[config.mk]
export PLATFORM = sky130hd
export DESIGN_NAME = multi_axis_step_dir_pulser
export DESIGN_NICKNAME = d
export VERILOG_FILES = /design/src/rtl/core/msdp_pkg.sv /design/src/rtl/core/msdp_div.sv /design/src/rtl/core/msdp_axes.sv /design/src/rtl/core/multi_axis_step_dir_pulser.sv
export SDC_FILE = /design/constraint.sdc
export NUM_CORES = 1
export LEC_CHECK = 0
export BUFFER_PORTS_ARGS = -buffer_cell sky130_fd_sc_hd__buf_2
export CORE_UTILIZATION = 61
export CTS_CLUSTER_DIAMETER = 150
export DETAILED_ROUTE_END_ITERATION = 10
export GPL_TIMING_DRIVEN = 0
export PLACE_DENSITY_LB_ADDON = 0.15
export SLEW_MARGIN = 20
export SYNTH_ARGS = -nofsm -noshare
export SYNTH_HDL_FRONTEND = slang
export SYNTH_SLANG_ARGS = --single-unit
[constraint.sdc]
create_clock -name aclk -period 5.5 [get_ports aclk]
set_input_delay 1.65 -clock aclk [delete_from_list [all_inputs] [get_ports aclk]]
set_output_delay 1.65 -clock aclk [all_outputs]
set_load 0.03 [all_outputs]
[src/rtl/core/msdp_pkg.sv]
`timescale 1ns / 1ps

package msdp_pkg;

    // controller states
    typedef enum logic [1:0] {
        ST_IDLE,
        ST_CALC,
        ST_DIV,
        ST_FIN
    } state_t;

    // register indexes on the config port
    localparam int CFG_ADDR_W = 1;
    localparam logic [CFG_ADDR_W-1:0] REG_RATE_CONSTANT = 1'b0;
    localparam logic [CFG_ADDR_W-1:0] REG_MIN_PERIOD    = 1'b1;

    localparam int RATE_W = 24;
    localparam int MINP_W = 16;
    localparam int PER_W  = 16;
    localparam int AXIS_W = 2;
    localparam int TGT_W  = 16;
    localparam int OPOS_W = 16;

    localparam logic [RATE_W-1:0] RATE_RESET  = 24'd100000;
    localparam logic [MINP_W-1:0] MINP_RESET  = 16'd100;
    localparam logic [PER_W-1:0]  IDLE_PERIOD = 16'd999;
    localparam logic [PER_W-1:0]  PERIOD_MAX  = 16'hFFFF;

    // one quotient bit per divider cycle
    localparam int DIV_STEPS = RATE_W;
    localparam int CNT_W     = $clog2(DIV_STEPS);

    // per-request result of the axis state update
    typedef struct packed {
        logic              hit;   // valid axis, not at target: period needs a divide
        logic              dir;
        logic              step;
        logic [OPOS_W-1:0] pos;
    } axis_info_t;

endpackage

[src/rtl/core/msdp_div.sv]
`timescale 1ns / 1ps

module msdp_div #(
    parameter int DIVISOR_W = 17
) (
    input  logic                        aclk,
    input  logic                        aresetn,
    input  logic                        start,
    input  logic [msdp_pkg::RATE_W-1:0] dividend,
    input  logic [DIVISOR_W-1:0]        divisor,
    output logic                        busy,
    output logic                        done,
    output logic [msdp_pkg::RATE_W-1:0] quotient
);
    import msdp_pkg::*;

    // remainder stays below min(divisor, 2^RATE_W); one more bit for the trial shift
    localparam int REM_W = ((DIVISOR_W > RATE_W) ? DIVISOR_W : RATE_W) + 1;

    logic [REM_W-1:0]  rem_reg, rem_next;
    logic [RATE_W-1:0] quo_reg, quo_next;
    logic [REM_W-1:0]  dvs_reg, dvs_next;
    logic [CNT_W-1:0]  cnt_reg, cnt_next;
    logic              busy_reg, busy_next;
    logic [REM_W-1:0]  trial;
    logic              fits;

    assign trial = {rem_reg[REM_W-2:0], quo_reg[RATE_W-1]};
    assign fits  = (trial >= dvs_reg);

    always_comb begin
        rem_next  = rem_reg;
        quo_next  = quo_reg;
        dvs_next  = dvs_reg;
        cnt_next  = cnt_reg;
        busy_next = busy_reg;
        if (start) begin
            rem_next  = '0;
            quo_next  = dividend;
            dvs_next  = REM_W'(divisor);
            cnt_next  = CNT_W'(DIV_STEPS - 1);
            busy_next = 1'b1;
        end else if (busy_reg) begin
            rem_next = fits ? (trial - dvs_reg) : trial;
            quo_next = {quo_reg[RATE_W-2:0], fits};
            cnt_next = cnt_reg - 1'b1;
            if (cnt_reg == '0) begin
                busy_next = 1'b0;
            end
        end
    end

    always_ff @(posedge aclk) begin
        if (!aresetn) begin
            busy_reg <= 1'b0;
            cnt_reg  <= '0;
        end else begin
            busy_reg <= busy_next;
            cnt_reg  <= cnt_next;
        end
        rem_reg <= rem_next;
        quo_reg <= quo_next;
        dvs_reg <= dvs_next;
    end

    assign busy     = busy_reg;
    assign done     = busy_reg && (cnt_reg == '0);
    assign quotient = quo_reg;

endmodule

[src/rtl/core/msdp_axes.sv]
`timescale 1ns / 1ps

module msdp_axes #(
    parameter int AXES     = 3,
    parameter int POS_BITS = 16,
    parameter int DIST_W   = 17
) (
    input  logic                        aclk,
    input  logic                        aresetn,
    input  logic [msdp_pkg::AXIS_W-1:0] sel_axis,
    input  logic signed [msdp_pkg::TGT_W-1:0] target,
    input  logic                        commit,
    output msdp_pkg::axis_info_t        info,
    output logic [DIST_W-1:0]           dist_mag
);
    import msdp_pkg::*;

    localparam int IDX_W = (AXES > 1) ? $clog2(AXES) : 1;
    localparam int PL    = (POS_BITS < OPOS_W) ? POS_BITS : OPOS_W;

    logic [POS_BITS-1:0] pos_reg [AXES];
    logic [AXES-1:0]     dir_reg;
    logic [AXES-1:0]     phase_reg;

    logic [IDX_W-1:0]         idx;
    logic                     valid;
    logic [POS_BITS-1:0]      now;
    logic signed [DIST_W-1:0] now_x, set_x, diff;
    logic                     at_target, req;
    logic                     dir_n, phase_n;
    logic [POS_BITS-1:0]      pos_n;

    assign idx   = IDX_W'(sel_axis);
    assign valid = (32'(sel_axis) < AXES);

    always_comb begin
        now       = valid ? pos_reg[idx] : '0;
        now_x     = DIST_W'(signed'(now));
        set_x     = DIST_W'(target);
        diff      = set_x - now_x;
        at_target = (diff == '0);
        req       = diff[DIST_W-1];          // negative distance: count down
        dist_mag  = diff[DIST_W-1] ? DIST_W'(-diff) : DIST_W'(diff);

        dir_n   = valid ? dir_reg[idx] : 1'b0;
        phase_n = valid ? phase_reg[idx] : 1'b0;
        pos_n   = now;
        if (valid && !at_target) begin
            if (!phase_n) begin
                if (dir_n != req) begin
                    dir_n = req;
                end else begin
                    phase_n = 1'b1;
                end
            end else begin
                phase_n = 1'b0;
                pos_n   = dir_n ? (now - 1'b1) : (now + 1'b1);
            end
        end

        info          = '0;
        info.hit      = valid && !at_target;
        info.dir      = dir_n;
        info.step     = !phase_n;
        info.pos[PL-1:0] = pos_n[PL-1:0];
    end

    always_ff @(posedge aclk) begin
        if (!aresetn) begin
            for (int i = 0; i < AXES; i++) begin
                pos_reg[i] <= '0;
            end
            dir_reg   <= '0;
            phase_reg <= '0;
        end else if (commit && valid) begin
            pos_reg[idx]   <= pos_n;
            dir_reg[idx]   <= dir_n;
            phase_reg[idx] <= phase_n;
        end
    end

endmodule

[src/rtl/core/multi_axis_step_dir_pulser.sv]
`timescale 1ns / 1ps
// Path: a request at target or for a bad axis goes from accept through ST_CALC
//   and ST_FIN to m_tvalid; a computed period adds the radix-2 serial divider (ST_DIV).
// Flow: one request at a time, and ST_FIN waits while a result is held; the next
//   request is taken while the previous result still waits in the output register.
// Reset: synchronous, active low; positions, directions and pulse phases clear,
//   rate_constant = 100000, min_period = 100, no result pending.
module multi_axis_step_dir_pulser #(
    parameter int AXES     = 3,
    parameter int POS_BITS = 16
) (
    input  logic        aclk,
    input  logic        aresetn,
    // config write port
    input  logic                            cfg_we,
    input  logic [msdp_pkg::CFG_ADDR_W-1:0] cfg_addr,
    input  logic [msdp_pkg::RATE_W-1:0]     cfg_wdata,
    // tick requests
    input  logic        s_tvalid,
    output logic        s_tready,
    input  logic [15:0] s_tdata,   // [15:0] target
    input  logic [1:0]  s_tuser,   // [1:0] axis
    // results
    output logic        m_tvalid,
    input  logic        m_tready,
    output logic [39:0] m_tdata,   // [0] dir_level, [1] step_level, [17:2] next_period,
                                   // [33:18] position, [39:34] zero
    output logic [1:0]  m_tuser    // [1:0] axis_out
);
    import msdp_pkg::*;

    // signed distance needs one bit over the wider of position and target
    localparam int DIST_W = ((POS_BITS > TGT_W) ? POS_BITS : TGT_W) + 1;

    state_t state_reg, state_next;

    logic [RATE_W-1:0] rate_reg;
    logic [MINP_W-1:0] minp_reg;

    logic [AXIS_W-1:0] axis_reg, axis_next;
    logic [TGT_W-1:0]  target_reg, target_next;
    axis_info_t        info_reg, info_next;

    logic              m_tvalid_reg, m_tvalid_next;
    logic [39:0]       m_tdata_reg, m_tdata_next;
    logic [1:0]        m_tuser_reg, m_tuser_next;

    axis_info_t        info;
    logic [DIST_W-1:0] dist_mag;
    logic              commit;
    logic              div_start, div_busy, div_done;
    logic [RATE_W-1:0] quotient;
    logic [MINP_W-1:0] min_eff;
    logic [PER_W-1:0]  period;

    // per-axis position / direction / phase storage and the step decision
    msdp_axes #(
        .AXES     (AXES),
        .POS_BITS (POS_BITS),
        .DIST_W   (DIST_W)
    ) u_axes (
        .aclk     (aclk),
        .aresetn  (aresetn),
        .sel_axis (axis_reg),
        .target   (signed'(target_reg)),
        .commit   (commit),
        .info     (info),
        .dist_mag (dist_mag)
    );

    // rate_constant / distance, one quotient bit per cycle
    msdp_div #(
        .DIVISOR_W (DIST_W)
    ) u_div (
        .aclk     (aclk),
        .aresetn  (aresetn),
        .start    (div_start),
        .dividend (rate_reg),
        .divisor  (dist_mag),
        .busy     (div_busy),
        .done     (div_done),
        .quotient (quotient)
    );

    // zero min_period behaves as 1; clamp below by it, saturate at 16 bits; no divide gives IDLE_PERIOD
    always_comb begin
        min_eff = (minp_reg == '0) ? MINP_W'(1) : minp_reg;
        if (!info_reg.hit) begin
            period = IDLE_PERIOD;
        end else if (quotient < RATE_W'(min_eff)) begin
            period = min_eff;
        end else if (quotient > RATE_W'(PERIOD_MAX)) begin
            period = PERIOD_MAX;
        end else begin
            period = quotient[PER_W-1:0];
        end
    end

    always_comb begin
        state_next    = state_reg;
        axis_next     = axis_reg;
        target_next   = target_reg;
        info_next     = info_reg;
        m_tvalid_next = m_tvalid_reg;
        m_tdata_next  = m_tdata_reg;
        m_tuser_next  = m_tuser_reg;
        s_tready      = 1'b0;
        commit        = 1'b0;
        div_start     = 1'b0;

        if (m_tvalid_reg && m_tready) begin
            m_tvalid_next = 1'b0;
        end

        case (state_reg)
            ST_IDLE: begin
                s_tready = 1'b1;
                if (s_tvalid) begin
                    axis_next   = s_tuser;
                    target_next = s_tdata;
                    state_next  = ST_CALC;
                end
            end
            ST_CALC: begin
                // state update lands now; the period follows from the old position
                commit    = 1'b1;
                info_next = info;
                if (info.hit) begin
                    div_start  = 1'b1;
                    state_next = ST_DIV;
                end else begin
                    state_next = ST_FIN;
                end
            end
            ST_DIV: begin
                if (div_done) begin
                    state_next = ST_FIN;
                end
            end
            ST_FIN: begin
                if (!m_tvalid_reg || m_tready) begin
                    m_tvalid_next = 1'b1;
                    m_tuser_next  = axis_reg;
                    m_tdata_next  = {6'd0, info_reg.pos, period, info_reg.step, info_reg.dir};
                    state_next    = ST_IDLE;
                end
            end
            default: begin
                state_next = ST_IDLE;
            end
        endcase
    end

    always_ff @(posedge aclk) begin
        if (!aresetn) begin
            state_reg    <= ST_IDLE;
            m_tvalid_reg <= 1'b0;
            rate_reg     <= RATE_RESET;
            minp_reg     <= MINP_RESET;
        end else begin
            state_reg    <= state_next;
            m_tvalid_reg <= m_tvalid_next;
            if (cfg_we) begin
                case (cfg_addr)
                    REG_RATE_CONSTANT: rate_reg <= cfg_wdata;
                    REG_MIN_PERIOD:    minp_reg <= cfg_wdata[MINP_W-1:0];
                    default: ;
                endcase
            end
        end
        axis_reg    <= axis_next;
        target_reg  <= target_next;
        info_reg    <= info_next;
        m_tdata_reg <= m_tdata_next;
        m_tuser_reg <= m_tuser_next;
    end

    assign m_tvalid = m_tvalid_reg;
    assign m_tdata  = m_tdata_reg;
    assign m_tuser  = m_tuser_reg;

    // an accepted request always goes to the state update next
    a_accept_to_calc: assert property (@(posedge aclk) disable iff (!aresetn)
        (s_tvalid && s_tready) |=> (state_reg == ST_CALC))
        else $error("accepted request did not enter update state");

    // divider must be running whenever the controller waits on it
    a_div_busy: assert property (@(posedge aclk) disable iff (!aresetn)
        (state_reg == ST_DIV) |-> div_busy)
        else $error("waiting on an idle divider");

    // a delivered period is never zero
    a_period_nonzero: assert property (@(posedge aclk) disable iff (!aresetn)
        m_tvalid |-> (m_tdata[17:2] != 16'd0))
        else $error("zero tick period");

endmodule
======== Yosys cells after proc, flatten, opt, wreduce, memory -nomap -nowiden ========
Memory sizes are Yosys's and may differ from the RTL's. A register that Yosys moved wholly into a read port is not among the register bits.
Index checks and enable logic that the tools add are counted.
W data, S select, Z words.
word-level totals
  memory bits (writable) .................. 48
  output and inout port bits .............. 44
  ROM bits ................................ 0
  latch bits .............................. 0
  register bits ........................... 193
  input bits .............................. 48
  memories kept ........................... 1
  word-level logic and storage cells ...... 117
operators by class
  reduce and logical (&&, ||, !) cells .... 21
  $lt $le $gt $ge ......................... 6
  multiply operators ...................... 0
  shift operators ......................... 0
  add/subtract/negate cells ............... 6
  equality and inequality tests ........... 7
  divide/modulo/power cells ............... 0
  bitwise operators ....................... 2
  multiplexer cells ....................... 52
memories
  memory          depth  width  rd ports  clocked after memory_dff  wr ports  line             source
  u_axes.pos_reg  3      16     1         1                         3         msdp_axes.sv:21  logic [POS_BITS-1:0] pos_reg [AXES];
operators by type and width
  kind                     number
  $mux W16                 9
  $mux W24                 3
  $mux W1                  27
  $ge A25 B17 Y1           1
  $gt A24 B16 Y1 const B   1
  $lt A24 B16 Y1           1
  $sub A24 B17 Y24         1
  $logic_not A17 Y1        1
  $neg A17 Y17             1
  $sub A16 B16 Y17         1
  $add A16 B1 Y16 const B  1
  $logic_not A16 Y1        1
  $reduce_or A16 Y1        1
  $sub A16 B1 Y16 const B  1
  $mux W2                  5
  $mux W5                  2
  $pmux W2 S4              1
  $reduce_and A2 Y1        4
  $bwmux W3                2
  $ne A2 B2 Y1 const B     3
  $logic_and A1 B1 Y1      5
  $logic_not A5 Y1         1
  $sub A5 B1 Y5 const B    1
  $bmux W1 S2              2
  14 further kinds         18

======== Logic depth before layout (Yosys ltp) ========
  depth in word-level cells ............... 9
  gate-level depth with buffers ........... 24
  depth with buffers taken out ............ 21

======== Hierarchy ========
From an unflattened synthesis, not the netlist that was laid out.
second synthesis, totals
  cells, all modules ...................... 1258
  area total of the unflattened synthesis .. 13085.0 sq um
modules (own cells, without submodules)
  module                      times used  cells each  area each (sq um)  sequential area each (sq um)
  multi_axis_step_dir_pulser  1           385         4725.8             3052.9
  msdp_axes                   1           493         4451.8             1561.5
  msdp_div                    1           380         3907.5             1831.8

======== Worst setup path after synthesis ========
OpenSTA, ideal clock, no wires.
  path type ............................... register to register
  start point ............................. register axis_reg[1]
  end point ............................... register u_div.dvs_reg[0], enable pin
  arrival ................................. 4584 ps
  cell stages (with the launch flop) ...... 22
  data required time ...................... 5112 ps
  path buffers ............................ 4
  library setup time ...................... 388 ps
  path slack .............................. 528 ps
  period minus slack after synthesis ...... 4972 ps
  cell sequence ........................... edfxtp_1 > clkbuf_1 > nand2_1 > clkbuf_1 > nand2_1 > inv_1 > ha_1 > inv_1 > fa_1 > a211oi_1 > o21ai_1 > nand4_1 > a21boi_0 > o21ai_0 > o22a_1 > inv_2 > buf_2 > ha_1 > nor2_1 > nand2_1 > inv_1 > clkbuf_1
RTL lines
  item                      line                               source
  start: declaration        multi_axis_step_dir_pulser.sv:40   logic [AXIS_W-1:0] axis_reg, axis_next;
  start signal: assignment  multi_axis_step_dir_pulser.sv:171  axis_reg <= axis_next;
  end signal: assignment    msdp_div.sv:63                     dvs_reg <= dvs_next;
  end: declaration          msdp_div.sv:22                     logic [REM_W-1:0] dvs_reg, dvs_next;

==> run metrics <==
Post-synth top flop=edfxtp_1; fmax=about 190 MHz; setup TNS=0 ps; flop and latch count out of synthesis=259; critical path peak fanout=10; post-synthesis simple-gate area fraction=0.153; most frequent CP cell=clkbuf_2; HPWL Detailed=about 22000 µm; clk_lat worst skew=550 ps; number of port buffers=85; Clock Tree Buf Depth=3; Avg WL per Cell=~17 µm; CP max stage cell=dfxtp_1; final worst slack=216 ps; Post-Synth XOR/XNOR Area=0.0422; LEAKAGE=approximately 6.4 nW; headroom to the max-slew limit=0.436; initial antenna violation count=1; Iteration-0 DRC Markers=around 640; Startpoint Class=register; post-layout util=0.710; Final Cycle Share=0.961; Non-Filler Instances=~1700; part of the Yosys area used for sequential elements=0.517; die span in y=~150 µm; maximum VDD drop=approximately 0.00037 V; PD cells=570 mW/mm²; Placed Area=~0.014 mm²; post-synthesis compound-gate area fraction=0.127; final setup fails=0; Post-Syn Area=~0.013 mm²; critical path's largest stage delay=approximately 560 ps; TritonRoute pass-1 iters=7; die footprint=between 0.02 and 0.025 mm²; wire length of the first global-routing pass=47900 µm; total gr overflow=0; mean number of vias per cell=5.70; multiplexer share of the synthesized area=0.0453; clock root buffer=clkbuf_16; placed cell count=approximately 1700; CTS Buf Count=28; pin count of the biggest net entering global routing=27; # nets final=between 1500 and 2000; routed wire length=30200 µm; Layout Cell Area excl Fill=0.0154 mm²; fraction of layout cells with a size suffix above 1=0.139; Post-Synth Adder-Cell Area=0.0713; CP Data Required Time=about 5800 ps; Layout area overhead=14.6%; CTS tree=built; crit end category=register; share of synthesized registers carrying an async set or reset=0; Die W=151 µm; Worst-path clk slew=60 ps; Syn Area/Cell=10.3 µm²; Layout fillers=about 1600; Total GRT Usage=0.273; post-route ant nets=0; number of global-route vias before repair=9600; row count=between 50 and 60; cts hold-fix bufs=0; final RePlAce weighted congestion=around 0.89; Top Ports=a little over 90; Core ar.=0.0218 mm²; Final Hold Fails=0; Post-Synthesis Cells=roughly 1300; Slew @ Worst Pin=844 ps; Worst Path Class, Setup=reg2reg; CTS sink cnt=259; Final min period=between 5000 and 6000 ps; Max-Cap Viols=0; final slew viol count=0; Post-synth EDFFs=about 180; status=complete, no violations; Hold Crit Class=reg2reg; Arr. time, crit path=5550 ps; Remaining DRCs=0; count of cell types in the netlist=70; H-tree levels=1; DP Worst Slack=-997 ps; Ys Warns=0; skew final=roughly 22 ps; cells along the critical path=clkbuf_2 > mux4_2 > nand2_1 > ha_1 > nor2b_1 > o2111ai_1 > a31oi_2 > and2_1 > a22o_1 > a22oi_1 > nor3_4 > and4_1 > ha_2 > nand2b_2 > clkbuf_2 > a21oi_1 > inv_1; largest family of logic cells by synthesized area=simple AND/OR/NAND/NOR gates; Starting Density=0.619; routed via count=~10000; max reg flops=64
==> timing repair <==
item	in CTS	in global routing
gates resized for setup	18	20
setup endpoints to repair	177	178
setup buffers	0	0
endpoints found under the hold margin	0	0
==> area by class of cell <==
type | count | area [µm²] | area share
Sequential cell | 259 | 6970 | 0.451
Multi-Input combinational cell | 922 | 6100 | 0.395
Clock buffer | 35 | 768 | 0.0497
Timing Repair Buffer | 87 | 460 | 0.0298
Tap cell | 280 | 350 | 0.0227
Inverter | 88 | 330 | 0.0214
Buffer | 57 | 274 | 0.0177
Clock inverter | 17 | 190 | 0.0123
Antenna cell | 1 | 2.50 | 0.000162
==> through the flow <==
step           power, mW  hold slack [ps]
5_1_grt             9.37              420
6_report            8.81              414
4_1_cts             8.75              416
2_1_floorplan       5.88              400
3_3_place_gp        6.66              404
3_5_place_dp        6.77              406
==> cell families (layout without fill, tap and decap cells) <==
logic type | Yosys count | after routing
AND/OR/NAND/NOR | 455 | 455
flip-flops | 259 | 259
buffers and inverters | 147 | 284
XOR/XNOR | 65 | 65
adder cells (fa/ha/maj) | 75 | 75
multiplexers | 39 | 39
AO/OA/AOI/OAI | 266 | 266
other | 1 | 23
==> critical path, delay by kind of cell, from the launching register on <==
| family | cells | cell delay [ps] |
|---|---|---|
| flops | 1 | 560 |
| simple gates | 6 | 1180 |
| buf+inv | 3 | 770 |
| mux | 1 | 390 |
| compound gates | 5 | 1570 |
| fa+ha+maj | 2 | 510 |
==> report_power, final <==
group | leakage, nW | internal, mW | switching [mW] | total, mW
clock | 0.471 | 1.17 | 0.765 | 1.94
combinational | 3.56 | 1.50 | 2.28 | 3.78
sequential | 2.37 | 2.80 | 0.288 | 3.09
==> final timing paths <==
path           startpoint     endpoint  slack (ps)  cells past startpoint
max reg2reg      register  info_reg[7]         220                     17
min reg2reg  info_reg[12]  m_tdata[30]         410                      0
max              register  info_reg[7]         220                     17
min          info_reg[12]  m_tdata[30]         410                      0
==> synth_stat cells, types with 3 or more instances <==
library cell,instances,area share
a211oi_1,16,0.0089
a21boi_0,38,0.021
a21o_1,20,0.011
a21oi_1,61,0.023
a21oi_2,3,0.0020
a31oi_1,7,0.0032
and2_1,8,0.0037
and3_1,4,0.0019
buf_2,4,0.0015
buf_4,7,0.0039
clkbuf_1,45,0.013
dfxtp_1,81,0.12
edfxtp_1,178,0.40
fa_1,3,0.0045
ha_1,72,0.067
inv_1,87,0.024
mux2_2,4,0.0033
mux2i_1,19,0.014
mux4_1,4,0.0078
mux4_2,12,0.020
nand2_1,203,0.057
nand2b_1,14,0.0065
nand3_1,25,0.0093
nand4_1,7,0.0032
nor2_1,124,0.035
nor2b_1,14,0.0065
nor3_1,16,0.0059
nor3b_1,9,0.0050
nor4_1,8,0.0037
o211ai_1,15,0.0084
o21a_1,16,0.0089
o21ai_0,60,0.022
o21ai_1,4,0.0015
or2_2,4,0.0019
or3_1,4,0.0019
xnor2_1,41,0.027
xor2_1,24,0.016
==> layer usage <==
layer  vias up  wire (µm)  GRT usage
li1       4857          -          -
met1      4706      12800      0.356
met2       321      14700      0.465
met3        67       1750     0.0367
met4         0       1010      0.104
met5         -          0          0
==> cell usage in the layout (no fill, tap or decap), drive strengths merged, types with 7 or more instances in the layout <==
master / instances
nor3: 16
edfxtp: 178
xnor2: 41
nor4: 9
a21oi: 64
buf: 100
nor2: 124
clkinv: 12
mux4: 16
ha: 72
o21ai: 65
nand4: 8
clkbuf: 79
nand3: 25
conb: 22
dfxtp: 81
o211ai: 15
a21boi: 38
o21a: 16
and2: 8
a211oi: 16
nand2b: 14
a31oi: 7
a21o: 20
inv: 88
nor3b: 9
nor2b: 14
nand2: 203
xor2: 24
mux2i: 19
(Power assumes the default switching activity.)
